File: config.mk
export PLATFORM = sky130hd
export DESIGN_NAME = fmvt_coef_table
export DESIGN_NICKNAME = d
export VERILOG_FILES = /design/src/rtl/fmvt_pkg.sv /design/src/rtl/fmvt_coef_table.sv
export SDC_FILE = /design/constraint.sdc
export NUM_CORES = 2
export LEC_CHECK = 0
export BUFFER_PORTS_ARGS = -buffer_cell sky130_fd_sc_hd__buf_2
export CAP_MARGIN = 5
export CORE_AREA = 2 2 455 457
export CTS_CLUSTER_DIAMETER = 30
export DETAILED_ROUTE_END_ITERATION = 16
export DIE_AREA = 0 0 457 459
export GPL_TIMING_DRIVEN = 0
export PLACE_DENSITY = 0.4
export SLEW_MARGIN = 20
export SYNTH_ARGS = -nofsm -noshare
export SYNTH_HDL_FRONTEND = slang
export SYNTH_SLANG_ARGS = --single-unit
File: constraint.sdc
create_clock -name clk -period 1.25 [get_ports clk]
set_input_delay 0.125 -clock clk [delete_from_list [all_inputs] [get_ports clk]]
set_output_delay 0.125 -clock clk [all_outputs]
set_load 0.01 [all_outputs]
File: src/rtl/fmvt_pkg.sv
`default_nettype none
package fmvt_pkg;

  localparam int CHANNELS       = 8;
  localparam int SAMPLE_BITS    = 24;
  localparam int COEF_FRAC_BITS = 16;
  localparam int COEF_BITS      = COEF_FRAC_BITS + 2;
  localparam int CH_BITS        = $clog2(CHANNELS);
  localparam int PROD_BITS      = COEF_BITS + SAMPLE_BITS;
  localparam int ACC_BITS       = PROD_BITS + CH_BITS;
  localparam int SHIFT_BITS     = ACC_BITS - COEF_FRAC_BITS;
  localparam int PIPE_DEPTH     = 4;

  localparam logic MODE_TRANSFORM = 1'b0;
  localparam logic MODE_LOAD      = 1'b1;

  typedef logic signed [SAMPLE_BITS-1:0] sample_t;
  typedef logic signed [COEF_BITS-1:0]   coef_t;
  typedef logic signed [PROD_BITS-1:0]   prod_t;
  typedef logic signed [ACC_BITS-1:0]    acc_t;
  typedef logic        [CH_BITS-1:0]     ch_idx_t;

  typedef sample_t   sample_vec_t [CHANNELS];
  typedef coef_t     coef_row_t   [CHANNELS];
  typedef coef_row_t coef_mat_t   [CHANNELS];
  typedef acc_t      acc_vec_t    [CHANNELS];

  typedef struct packed {
    logic    en;
    ch_idx_t row;
    ch_idx_t col;
    coef_t   value;
  } coef_wr_t;

endpackage
`default_nettype wire

File: src/rtl/fmvt_coef_table.sv
`default_nettype none
module fmvt_coef_table
  import fmvt_pkg::*;
(
  input  wire logic      clk,
  input  wire logic      rst,
  input  wire coef_wr_t  wr,
  output coef_mat_t      coefs
);

  coef_mat_t table_q;

  always_ff @(posedge clk) begin
    if (rst) begin
      for (int r = 0; r < CHANNELS; r++) begin
        for (int c = 0; c < CHANNELS; c++) begin
          table_q[r][c] <= '0;
        end
      end
    end else if (wr.en) begin
      table_q[wr.row][wr.col] <= wr.value;
    end
  end

  assign coefs = table_q;

endmodule
`default_nettype wire

### Word level (Yosys, flattened, before mapping)

Index checks and enable logic that the tools add are counted.

| cells by class | value |
|---|---|
| shift operators | 0 |
| bitwise gates (word level) | 2 |
| mux-type cells | 5 |
| reduce and logical (&&, ||, !) cells | 2 |
| $add $sub $neg | 0 |
| magnitude comparators | 4 |
| eq/ne operators | 0 |
| multipliers | 0 |
| divide/modulo/power cells | 0 |

Operator list:

| operator | number |
|---|---|
| 1152-bit bitwise mux | 1 |
| 144-bit demux with 3-bit select | 1 |
| 144-bit 2-to-1 mux | 1 |
| 18-bit demux with 3-bit select | 1 |
| 18-bit 2-to-1 mux | 1 |
| 4-bit greater-or-equal comparator (second input constant) | 2 |
| 4-bit by 1-bit less-than comparator with 1-bit output (second input constant) | 2 |
| 3-bit inverter with 4-bit output | 2 |
| 1-bit logical AND | 2 |

| storage, ports and cells | value |
|---|---|
| bits in registers | 1152 |
| memories | 0 |
| bits in read-only memories | 0 |
| latch bits | 0 |
| bits of input ports | 27 |
| word-level logic and storage cells | 77 |
| RAM bits | 0 |
| output and inout bits | 1152 |

### Logic depth before layout (Yosys ltp)

| logic depth | value |
|---|---|
| word-level depth | 8 |
| depth in mapped cells | 6 |
| depth with buffers taken out | 3 |

### Worst setup path before layout

Ideal clock, no wire load.

| timing | value |
|---|---|
| path type | input-to-reg |
| start | input rst |
| end | register table_q (netlist bit coefs[1002]) |
| library setup time | 0.132 ns |
| arrival time | 1.083 ns |
| cell stages on the path | 6 |
| path slack | 0.035 ns |
| path buffers | 4 |
| cell sequence | buf_2 clkbuf_1 nand2b_1 buf_2 buf_1 mux2i_1 |

RTL lines:

| element | line | text |
|---|---|---|
| start: declaration | fmvt_coef_table.sv:6 | `input wire logic rst,` |
| end signal: indexed assignment | fmvt_coef_table.sv:21 | `table_q[wr.row][wr.col] <= wr.value;` |
| end: declaration | fmvt_coef_table.sv:11 | `coef_mat_t table_q;` |

### Worst setup path in the final report

| timing | value |
|---|---|
| start | register table_q (netlist bit coefs[1121]) |
| end | output coefs[1121] (netlist name) |

RTL lines:

| element | line | text |
|---|---|---|
| end: declaration | fmvt_coef_table.sv:8 | `output coef_mat_t coefs` |

No word-level cell between the ends.

==> impl_metrics.csv <==
group,metric,value,unit
outcome,status,"complete, but fails checks",
outcome,violations,"hold timing, setup timing",
floorplanning,fp.dieH,459,um
setup_path,crit_fanout,2,
power_and_ir_drop,p_leak,39.7,nW
worst_hold_path,hold-path-endpoint,"coefs[991]$_SDFFE_PP0P_",
drt,ant_nets,0,
drt,vias,36300,
floorplanning,start_util,21.9,%
setup_path,endpoint_kind,"output port",
timing,setup_tns,-257760,ps
drt,vias_per_cell,4.11,
grt,grt_use_total,20.6,%
setup_path,cp_cell_sequence,"buf_6",
setup_path,reg2reg_from,"coefs[394]$_SDFFE_PP0P_",
setup_path,worstRegToRegCells,4,
drt,firstDrtPassIters,5,
setup_path,max_stage_delay,370,ps
placed_design,dp.final_hpwl,161000,um
cts,cts-hold-fix-buffers,28,
logic_synthesis,synthesis.nets,3919,
final_layout,largest_register_ffs,1152,
logic_synthesis,yosysSeqAreaShare,51.1,%
timing,fmax,0.645,GHz
grt,grt_pass1_vias,37400,
setup_path,crit_type,"reg2out",
cts,numCtsBuffers,358,
timing,finalCritPeriodShare,124,%
worst_hold_path,hold_class,"in2reg",
logic_synthesis,synth.area.top_cells,"dfxtp_1, mux2i_1, nand2b_1, clkbuf_1, buf_6",
cts,clk_path_buf_depth,4,
final_layout,num-nets-final,5874,
drt,met2_length,105000,um
power_and_ir_drop,max-vdd-ir-drop,1.41,mV
grt,grt_max_degree,17,
floorplanning,dieArea,210000,um^2
logic_synthesis,synth_top_area_share,51.1,%
drt,wl_per_cell,25.6,um
worst_hold_path,whs_path_depth,5,
final_layout,drive_above_1_share,58.6,%
setup_path,slowest_stage,"dfxtp_4",
logic_synthesis,synth_seq_cells,1152,
timing,setup_ws,-300,ps
power_and_ir_drop,p_sw_share,22.2,%
cts,clockRootBuffer,"clkbuf_16",
setup_path,worstSetupStartpointType,"register",
setup_path,r2r-end,"coefs[394]$_SDFFE_PP0P_",
timing,setup_viol,1205,
floorplanning,core_area,206000,um^2
final_layout,finish.utilization,38.4,%
floorplanning,num_io_pins,1179,
timing,rsz0062_at_grt,"yes",
power_and_ir_drop,power_frac_seq,28.6,%
final_layout,syn2layout_area_growth,74.8,%
drt,top_layer,"met5",
logic_synthesis,ys_warn_count,0,
power_and_ir_drop,p_per_area,1650,nW/um^2
floorplanning,rows,167,
setup_path,crit_buf_inv,1,
timing,final_max_slew_viol_count,0,
setup_path,cp.arrival,1430,ps
logic_synthesis,postSynthAreaPerCell,11.6,um^2
grt,grt-ovfl-total,0,
timing,fin_hold_ws,-48.7,ps
power_and_ir_drop,p_sw,28.9,mW
logic_synthesis,synth_area_leader_cell,"dfxtp_1",
cts,clkTransAtPathRegs,40,ps
timing,skew,0,ps
drt,wl_met3,20400,um
power_and_ir_drop,power_frac_comb,3.5,%
power_and_ir_drop,power,130,mW
grt,grt_antenna_before_repair,18,
power_and_ir_drop,pwr-share-clk,67.9,%
timing,hold_viol,73,
timing,fin_crit,1550,ps
job,cap_violations,0,
cts,cts.sinks,1152,
grt,grt_pass1_wl,304000,um
setup_path,crit_family,"flip-flops",
worst_hold_path,hp-start,"wr[22]",
placed_design,place_congestion,0.807,
drt,wirelength,226000,um
logic_synthesis,ys.flop_type,"dfxtp_1",
placed_design,io_buffers,1177,
logic_synthesis,syn-cell-area,45100,um^2
drt,drtIter0Drc,1524,
drt,drc_errors,0,
logic_synthesis,synth_enable_flop_cells,0,
timing,tightest_slew,852,ps
power_and_ir_drop,p_int,101,mW
logic_synthesis,yosys.cell_types.count,22,
drt,wl_met1,92600,um
floorplanning,fp.dieW,457,um
logic_synthesis,syn_inst,3892,
cts,clock_latency,920,ps
setup_path,reg2reg_slack,400,ps
cts,cts_tree,"yes",
cts,htree_levels,5,
logic_synthesis,synthArstFlopShare,0,%
timing,maxSlewHeadroom,43.2,%
setup_path,crit_required,1120,ps
[cells in the mapped netlist, drive strengths merged, types with 2 or more instances]
cell type and n:
mux2i 1152, and3b 3, buf 154, nand2 64, nor3b 3, clkbuf 182
and4bb 3, and2 2, nand2b 1170, dfxtp 1152, and4b 3
[timing repair]
item                                    in CTS  in global routing
resized for setup                         2390                735
pin swaps                                    0                  3
hold endpoints to repair                   346                103
endpoints found under the setup margin    2279               1677
setup buffers                              140                249
cloned                                       0                  2
[placed cells by master (no fill, tap or decap), drive strengths merged, types with 5 or more instances in the layout]
cell type,instances
inv,7
clkinvlp,6
dfxtp,1152
clkdlybuf4s15,5
clkinv,87
buf,1715
dlygate4sd3,25
bufinv,28
nand2,64
clkbuf,681
nand2b,1170
mux2i,1152
diode,5
[cell families after synthesis]
family	Yosys count	share of synthesized area [%]
multiplexers	1152	25.6
flip-flops	1152	51.1
buffers and inverters	336	4.57
AND/OR/NAND/NOR	1252	18.8
[per-stage QoR]
stage               worst slack [ps]  std cells  instance area (um^2)  hold WS [ps]
finish                          -300       8824                 78900         -48.7
global route                    -382       8822                 78900         -59.2
CTS                             -412       8569                 74300           232
detailed placement             -2220       7773                 54400           458
global placement               -2390       7773                 54400           457
floorplan                       35.0       3892                 45100           437
[per-layer routing]
metal / vias to the layer above / global-route usage, %
met5: - / 0
met4: 2 / 8.10
met3: 364 / 8.37
met2: 1397 / 33.7
met1: 17600 / 24.1
li1: 16900 / -
[worst max-delay path by stage]
| stage | from | endpoint | slack [ps] | cells past startpoint |
|---|---|---|---|---|
| 3_3_place_gp | rst | coefs[439]$_SDFFE_PP0P_ | -2390 | 6 |
| 3_5_place_dp | rst | coefs[168]$_SDFFE_PP0P_ | -2220 | 6 |
| 5_1_grt | coefs[1121]$_SDFFE_PP0P_ | coefs[1121] | -380 | 1 |
| 4_1_cts | coefs[107]$_SDFFE_PP0P_ | coefs[107] | -410 | 1 |
| 2_1_floorplan | rst | coefs[1002]$_SDFFE_PP0P_ | 40 | 6 |
| 6_report | coefs[1121]$_SDFFE_PP0P_ | coefs[1121] | -300 | 1 |
[layout make-up]
| cell class | instances | area [um^2] |
|---|---|---|
| fillers | 20200 | 127000 |
| flip-flops and latches | 1152 | 24500 |
| multi-input cells | 2404 | 20200 |
| repair buffers | 1595 | 16600 |
| clock buffers | 500 | 10400 |
| well taps | 2704 | 3380 |
| plain buffers | 336 | 2320 |
| clock inverters | 128 | 1500 |
| diodes | 5 | 12.5 |
[worst reg2reg max path, cell delays in order, from the launching register on]
cell and delay, ps:
dfxtp_2 320, buf_4 130, buf_4 120, nand2b_1 60
mux2i_1 80
[power groups by stage]
stage                     combinational (mW)  clock [mW]  sequential [mW]
after floorplan                         1.95           0             37.8
after global routing                    4.81        92.1             37.1
after detailed placement                4.22           0             37.8
after CTS                               4.54        89.7             37.1
after global placement                  4.23           0             37.8
final                                   4.58        88.4             37.1
No activity file was read; power rests on OpenSTA's default activity.
