<file path="config.mk">
export PLATFORM = sky130hd
export DESIGN_NAME = fmvt_merge
export DESIGN_NICKNAME = d
export VERILOG_FILES = /design/src/rtl/fmvt_pkg.sv /design/src/rtl/fmvt_merge.sv
export SDC_FILE = /design/constraint.sdc
export NUM_CORES = 1
export LEC_CHECK = 0
export BUFFER_PORTS_ARGS = -buffer_cell sky130_fd_sc_hd__buf_4
export CAP_MARGIN = 20
export CORE_AREA = 3 3 214 216
export CTS_BUF_LIST = sky130_fd_sc_hd__clkbuf_16
export CTS_CLUSTER_DIAMETER = 40
export CTS_CLUSTER_SIZE = 40
export DETAILED_ROUTE_END_ITERATION = 12
export DIE_AREA = 0 0 217 219
export PLACE_DENSITY_LB_ADDON = 0.2
export SYNTH_ARGS = -nofsm -noshare
export SYNTH_HDL_FRONTEND = slang
export SYNTH_SLANG_ARGS = --single-unit
</file>
<file path="constraint.sdc">
create_clock -name clk -period 8.6 [get_ports clk]
set_input_delay 0.86 -clock clk [delete_from_list [all_inputs] [get_ports clk]]
set_output_delay 0.86 -clock clk [all_outputs]
set_load 0.02 [all_outputs]
</file>
<file path="src/rtl/fmvt_pkg.sv">
`default_nettype none
package fmvt_pkg;

  localparam int CHANNELS       = 8;
  localparam int SAMPLE_BITS    = 24;
  localparam int COEF_FRAC_BITS = 16;
  localparam int COEF_BITS      = COEF_FRAC_BITS + 2;
  localparam int CH_BITS        = $clog2(CHANNELS);
  localparam int PROD_BITS      = COEF_BITS + SAMPLE_BITS;
  localparam int ACC_BITS       = PROD_BITS + CH_BITS;
  localparam int SHIFT_BITS     = ACC_BITS - COEF_FRAC_BITS;
  localparam int PIPE_DEPTH     = 4;

  localparam logic MODE_TRANSFORM = 1'b0;
  localparam logic MODE_LOAD      = 1'b1;

  typedef logic signed [SAMPLE_BITS-1:0] sample_t;
  typedef logic signed [COEF_BITS-1:0]   coef_t;
  typedef logic signed [PROD_BITS-1:0]   prod_t;
  typedef logic signed [ACC_BITS-1:0]    acc_t;
  typedef logic        [CH_BITS-1:0]     ch_idx_t;

  typedef sample_t   sample_vec_t [CHANNELS];
  typedef coef_t     coef_row_t   [CHANNELS];
  typedef coef_row_t coef_mat_t   [CHANNELS];
  typedef acc_t      acc_vec_t    [CHANNELS];

  typedef struct packed {
    logic    en;
    ch_idx_t row;
    ch_idx_t col;
    coef_t   value;
  } coef_wr_t;

endpackage
`default_nettype wire

</file>
<file path="src/rtl/fmvt_merge.sv">
`default_nettype none
module fmvt_merge
  import fmvt_pkg::*;
(
  input  wire logic     clk,
  input  wire logic     rst,
  input  wire logic     item_in,
  input  wire acc_vec_t sums,
  input  wire logic     out_stall,
  output logic          adv,
  output logic          out_valid,
  output sample_vec_t   outs
);

  logic [PIPE_DEPTH-1:0] stage_valid;
  sample_vec_t           outs_next;

  assign adv = !out_valid || !out_stall;

  always_comb begin
    logic signed [SHIFT_BITS-1:0] q;
    for (int j = 0; j < CHANNELS; j++) begin
      // floor by arithmetic shift, then clamp
      q = $signed(sums[j][ACC_BITS-1:COEF_FRAC_BITS]);
      if (q[SHIFT_BITS-1:SAMPLE_BITS-1] == '0 || q[SHIFT_BITS-1:SAMPLE_BITS-1] == '1) begin
        outs_next[j] = q[SAMPLE_BITS-1:0];
      end else if (q[SHIFT_BITS-1]) begin
        outs_next[j] = {1'b1, {(SAMPLE_BITS-1){1'b0}}};
      end else begin
        outs_next[j] = {1'b0, {(SAMPLE_BITS-1){1'b1}}};
      end
    end
  end

  always_ff @(posedge clk) begin
    if (rst) begin
      stage_valid <= '0;
      out_valid   <= 1'b0;
    end else if (adv) begin
      stage_valid <= {stage_valid[PIPE_DEPTH-2:0], item_in};
      out_valid   <= stage_valid[PIPE_DEPTH-1];
    end
  end

  always_ff @(posedge clk) begin
    if (adv) begin
      outs <= outs_next;
    end
  end

endmodule
`default_nettype wire
</file>
# After elaboration in Yosys (flattened, before gate mapping)
# Cells that the tools add are included.
dict set report totals {
  regBits 197
  inputBits 364
  out_inout_bits 194
  wordCells 53
}
dict set report op_classes {
  eq_ne 8
  muxes 16
  n_reduce_logical 19
}
# cell n
set ops {}
lappend ops {{two-way mux 24 bit} 16}
lappend ops {{equality test 6 bit, second input constant} 8}
lappend ops {{zero test 6 bit} 8}
lappend ops {{logical OR 1 bit} 9}
lappend ops {{zero test 1 bit} 2}

# Logic depth before layout (Yosys ltp)
# Gate-level depths: netlist of the first run.
dict set report depth {
  word_depth 3
  ltp_mapped 4
  mapped_depth_nobuf 3
}

# Worst setup path before layout of the first run
# OpenSTA, ideal clock, no wires.
dict set report synth_timing {
  path_type {in2out}
  from {input port out_stall}
  to {output port adv}
  arrival_ns 5.067
  required_ns 7.740
  path_slack_ns 2.673
  cell_stages 1
  path_cell_list {nand2_1}
}
dict set report synth_between {
  elab_chain_len 2
}
# item line
set synth_rtl {}
lappend synth_rtl {{start, declared} fmvt_merge.sv:9} ;# input wire logic out_stall,
lappend synth_rtl {{zero test 1 bit} fmvt_merge.sv:18} ;# assign adv = !out_valid || !out_stall;
lappend synth_rtl {{logical OR 1 bit} fmvt_merge.sv:18}
lappend synth_rtl {{end, declared} fmvt_merge.sv:10} ;# output logic adv,
# No other way between the ends.

# Worst setup path in the final report of the first run
dict set report layout_timing {
  from {input port out_stall}
  to {register outs[17] (netlist name) (enable)}
}
dict set report layout_between {
  elab_chain_len 2
}
# item line
set layout_rtl {}
lappend layout_rtl {{zero test 1 bit} fmvt_merge.sv:18}
lappend layout_rtl {{logical OR 1 bit} fmvt_merge.sv:18}
lappend layout_rtl {{end signal, assigned} fmvt_merge.sv:47} ;# outs <= outs_next;
lappend layout_rtl {{end, declared} fmvt_merge.sv:12} ;# output sample_vec_t outs
# No other way between the ends.
# A chain may end at the register's enable or synchronous reset.

==> results_dict.tcl, run 1 <==
set metrics [dict create \
    cp.required_ps 8710 \
    powerDensity_nw_per_um2 195 \
    antenna_left 0 \
    ys_seq_area_share_pct 72.2 \
    max-cap-violations 0 \
    rows 77 \
    avgSynthCellArea_um2 16.8 \
    cts-root-buf "clkbuf_16" \
    clk_path_buf_depth 2 \
    critPathMaxFanout 71 \
    cts_setup_buffers 0 \
    core-area_um2 44100 \
    cts_max_level 4 \
    cts-resized-gates 0 \
    first_iter_violations 280 \
    clock_skew_ps 8.82 \
    wl_mm 26.6 \
    dp.cells 1474 \
    crit_chain "buf_4 > nand2_4 > buf_4 > buf_4" \
    p_leak_nw 5.14 \
    grt_overflow 0 \
    syn_nets 848 \
    avgViaCountPerCell 3.79 \
    cts.sinks 197 \
    holdBufCountCts 0 \
    antennaDiodeCount 0 \
    max_stage_delay_ps 810 \
    area_delta_synth_final_pct 53.0 \
    hpwlAfterDp_mm 19.4 \
    period_share_pct 32.2 \
    firstDrtPassIters 4 \
    post-route-util_pct 28.2 \
    die_x_um 217 \
    ys_types 13 \
    path_class "primary input to register" \
    synth_top_area_cell "edfxtp_1" \
    drc 0 \
    setup-tns-final_ps 0 \
    rsz0062_at_grt "false" \
    synth_top_area_share_pct 71.0 \
    syn_area_um2 8130 \
    endpoint_kind "register" \
    multiInputGateArea_um2 1880 \
    netlist_instances 484 \
    gp_congestion 0.716 \
    clkTransAtPathRegs_ps 70 \
    drv_slew 0 \
    peakVddDrop_uv 117 \
    status "finished clean" \
    tightest_slew_ps 1000 \
    fp.dieH_um 219 \
    grt_use_total_pct 11.0 \
    critical_path_arrival_ps 2870 \
    avgRoutedWirePerCell_um 17.7 \
    first_global_vias 5871 \
    cpMostUsedCell "buf_4" \
    seq_area_um2 5870 \
    critPathSlowestCell "buf_4" \
    nFillCells 4647 \
    relSlewSlack_pct 33.3 \
    io_buffers 429 \
    start_util_pct 18.4 \
    min-delay-path-class "register to register" \
    pin_count 558 \
    synthTopCellsByArea "edfxtp_1 (71%), o21a_1 (17%), buf_6 (4.4%)" \
    via_count 5704 \
    ys_ff_latch 197 \
    fmax_ghz 0.362 \
    cts_tree "done" \
    timing.final.ws_setup_ps 5830 \
    post-route-min-period_ps 2770 \
    clock_latency_ps 490 \
    nets 1267 \
    dp_slack_ps 5240 \
    hold_viol 0 \
    finalNonFillerCells 1507 \
    grt_max_degree 72 \
    yosys_warnings 0 \
    die-area_um2 47500 \
    grt_pass1_wl_mm 38.2 \
    cts_buffers 17 \
    final_layout_size_suffix_gt1_share_pct 54.8 \
    power_w 0.00242 \
    antenna_found_initial 0 \
    cp-start-kind "primary input" \
    setup_viol 0 \
]
cell usage in the layout, fill, tap and decap left out, types with 5 or more instances in the layout:
cell type / synthesis / final
a21oi_2: 8 / 8
dfxtp_1: 5 / 5
nor3_2: 8 / 8
clkbuf_16: 0 / 17
buf_4: 0 / 435
nor2_1: 9 / 9
o21ai_4: 8 / 8
nand3_2: 8 / 8
a21oi_1: 5 / 5
nand2_1: 13 / 12
o21a_1: 184 / 184
edfxtp_1: 192 / 192
final timing paths:
check | startpoint | endpoint | slack [ps] | cells past startpoint
setup / recovery | out_stall | outs[17]$_DFFE_PP_ | 5830 | 4
setup reg to reg | out_valid$_SDFFE_PP0P_ | outs[17]$_DFFE_PP_ | 5930 | 3
hold / removal | stage_valid[1]$_SDFFE_PP0P_ | stage_valid[2]$_SDFFE_PP0P_ | 460 | 2
hold reg to reg | stage_valid[1]$_SDFFE_PP0P_ | stage_valid[2]$_SDFFE_PP0P_ | 460 | 2
state kept, by name, indices dropped and copies added, names as in the netlist:
signal	count
outs	192
stage_valid	4
out_valid	1
synthesized netlist by cell type:
library cell	number
o21ai_4	8
edfxtp_1	192
clkbuf_1	8
buf_6	32
dfxtp_1	5
a21oi_1	5
nor3_2	8
a21oi_2	8
nand2_1	13
nand3_2	8
o21a_1	184
nand3_1	4
nor2_1	9
layout make-up:
class | count | area share, %
flip-flops and latches | 197 | 47.2
clock buffers | 17 | 3.42
repair buffers | 440 | 26.8
clock inverters | 14 | 1.48
well taps | 592 | 5.96
multi-input cells | 247 | 15.1
critical path, delay by kind of cell:
family | cells | cell delay (ps)
buf+inv | 3 | 1600
simple gates | 1 | 260
power by group:
group	switching [W]	internal (W)
Sequential	0.0000194	0.00113
Clock	0.000384	0.000483
Combinational	0.000208	0.000197
Total	0.000611	0.00181
through the flow:
| stage | instance area [µm²] | hold slack [ps] |
|---|---|---|
| floorplan | 8130 | 431 |
| global placement | 11700 | 445 |
| detailed placement | 11800 | 452 |
| CTS | 12400 | 464 |
| global route | 12400 | 480 |
| finish | 12400 | 463 |
metal layers:
layer	vias to the layer above	GRT usage [%]	wire length, µm
met5	-	0	0
met4	0	4.89	503
met3	24	5.28	2640
met2	239	17.6	12900
met1	2743	12.6	10600
li1	2698	-	-
cells by family after synthesis:
kind of cell,synth area share [%]
buffers and inverters,4.80
DFF,72.2
AOI/OAI and AO/OA,19.8
and+or+nand+nor,3.23
Power figures use the tool's default switching activity.
==> inputs of run 2 (changes only) <==
ABC_AREA = 1   (was unset)
clock period = 2.8 ns   (was 8.6 ns; I/O delays follow)
==> run 2 against run 1 <==
  * Sequential cell count unchanged
  * Setup slack worse by 5000 ps
  * Register-to-register slack got worse by 4700 ps
  * Global-route usage grew 0.17 points
  * Synthesized cell count increased by 50%
  * Critical path depth shrank 2
  * Wire length is 1.8% higher
  * Worst hold slack lost 400 ps
  * Via count rose by 15%
  * Combinational power rose to 2.6 times the previous value
  * Cell area increased by 1.6%
  * Critical path type is now register to output pin
==> results_dict.tcl, run 2 <==
set metrics [dict create \
    io_buffers 429 \
    synthArstFlopShare_pct 0 \
    clkTransAtPathRegs_ps 70 \
    first_global_vias 6657 \
    syn_area_um2 8070 \
    powerDensity_nw_per_um2 554 \
    ys_seq_area_share_pct 72.7 \
    core-area_um2 44100 \
    critPathMaxFanout 76 \
    cts.sinks 197 \
    nFillCells 4728 \
    tightest_slew_ps 872 \
    ys_types 12 \
    grt_pass1_wl_mm 39.5 \
    rows 77 \
    final_cell_mix "buf_4 (438), nand2_1 (411), edfxtp_1 (192), nor2_1 (34), dlygate4sd3_1 (23)" \
    area_delta_synth_final_pct 56.5 \
    antenna_left 0 \
    avgSynthCellArea_um2 11.1 \
    r2r-start "out_valid$_SDFFE_PP0P_" \
    cts_setup_buffers 0 \
    avgViaCountPerCell 3.72 \
    clock_latency_ps 480 \
    seq_area_um2 5870 \
    cts-root-buf "clkbuf_16" \
    setup-tns-final_ps 0 \
    hold_slack_ps 59.2 \
    min-delay-path-class "primary input to register" \
    cp-start-kind "register" \
    largest_reg_flops 192 \
    min-delay-start "sums[35]" \
    wl_mm 27.1 \
    die-area_um2 47500 \
    hpwlAfterDp_mm 19.8 \
    layout_commonest_cell "buf_4" \
    nets 1531 \
    cts_max_level 4 \
    critical_path_arrival_ps 1680 \
    synth_top_area_cell "edfxtp_1" \
    avgRoutedWirePerCell_um 15.3 \
    max-cap-violations 0 \
    multiInputGateArea_um2 1850 \
    pin_count 558 \
    setup_viol 0 \
    yosys_warnings 0 \
    cts_tree "done" \
    period_share_pct 69.9 \
    path_class "register to output pin" \
    cts_buffers 17 \
    post-route-util_pct 28.6 \
    synth_edf_count 192 \
    first_iter_violations 263 \
    ys_ff_latch 197 \
    synthTopCellsByArea "edfxtp_1 (71%), nand2_1 (19%), buf_4 (2.0%)" \
    gp_congestion 0.770 \
    finalNonFillerCells 1771 \
    p_leak_nw 5.74 \
    largestRegisters "outs (192), stage_valid (4), out_valid (1)" \
    regMostFlops "outs" \
    status "finished clean" \
    worstSetupStartpoint "out_valid$_SDFFE_PP0P_" \
    drc 0 \
    fp.dieH_um 219 \
    hold_viol 0 \
    via_count 6587 \
    grt_max_degree 77 \
    grt_use_total_pct 11.2 \
    antenna_found_initial 2 \
    dp.cells 1717 \
    die_x_um 217 \
    grt_overflow 0 \
    netlist_instances 725 \
    final_layout_size_suffix_gt1_share_pct 40.5 \
    clock_skew_ps 9.98 \
    synth_most_common_cell "nand2_1" \
    syn_nets 1089 \
    cp.required_ps 2520 \
    fmax_ghz 0.511 \
    synthFlopType "edfxtp_1" \
    firstDrtPassIters 4 \
    start_util_pct 18.3 \
    rsz0062_at_grt "false" \
    relSlewSlack_pct 41.7 \
    synthTopCellsByCount "nand2_1 (412), edfxtp_1 (192), nor2_1 (34)" \
    drv_slew 0 \
    peakVddDrop_uv 396 \
    endpoint_kind "output pin" \
    power_w 0.00700 \
    clk_path_buf_depth 2 \
    synth_top_area_share_pct 71.5 \
    post-route-min-period_ps 1960 \
]
run 2: area by class of cell:
| cell class | instances | area share (%) |
|---|---|---|
| antenna | 1 | 0.0198 |
| inverter | 17 | 0.505 |
| multi-input combinational | 471 | 14.6 |
| timing repair buffer | 463 | 28.2 |
| tap | 592 | 5.87 |
| sequential | 197 | 46.5 |
| clock inverter | 13 | 0.961 |
| clock buffer | 17 | 3.37 |
run 2: path summary, 6_finish.rpt:
check	end	slack (ps)	cells past startpoint
max reg2reg	outs[71]$_DFFE_PP_	1200	2
min	outs[19]$_DFFE_PP_	60	3
max	adv	840	2
min reg2reg	stage_valid[0]$_SDFFE_PP0P_	460	2
run 2: logic make-up (layout without fill, tap and decap cells):
group | count (synthesis) | in the layout | synth area share [%]
AND/OR/NAND/NOR | 467 | 467 | 22.4
flip-flops | 197 | 197 | 72.7
buffers and inverters | 57 | 510 | 4.61
AO/OA/AOI/OAI | 4 | 4 | 0.248
other | 0 | 1 | 0
run 2: report_power, final:
part	total [W]	internal, W	switching [W]
Clock	0.00244	0.00129	0.00115
Combinational	0.00107	0.000514	0.000551
Sequential	0.00349	0.00344	0.0000560
Total	0.00700	0.00524	0.00176
run 2: metal layers:
metal	wire length (µm)	share of wire, %	vias up	GRT usage [%]
met2	13000	48	261	18.3
met1	10500	39	3056	12.3
met4	630	2.3	2	4.67
met3	2900	11	32	5.79
li1	-	-	3236	-
met5	7	0.026	-	0
run 2: stage by stage:
stage | cell area (µm²) | setup slack (ps)
after CTS | 12600 | 725
after floorplan | 8080 | 412
final | 12600 | 843
after detailed placement | 11800 | 998
after global placement | 11800 | 978
after global routing | 12600 | 684
run 2: critical path: stages, from the launching register on:
cell     delay (ps)
dfxtp_1         430
nand2_8         410
buf_4           330
run 2: timing repair:
item	4_1_cts	5_1_grt
hold endpoints to repair	27	0
setup endpoints to repair	0	0
hold buffers	23	0
gates resized for setup	0	0
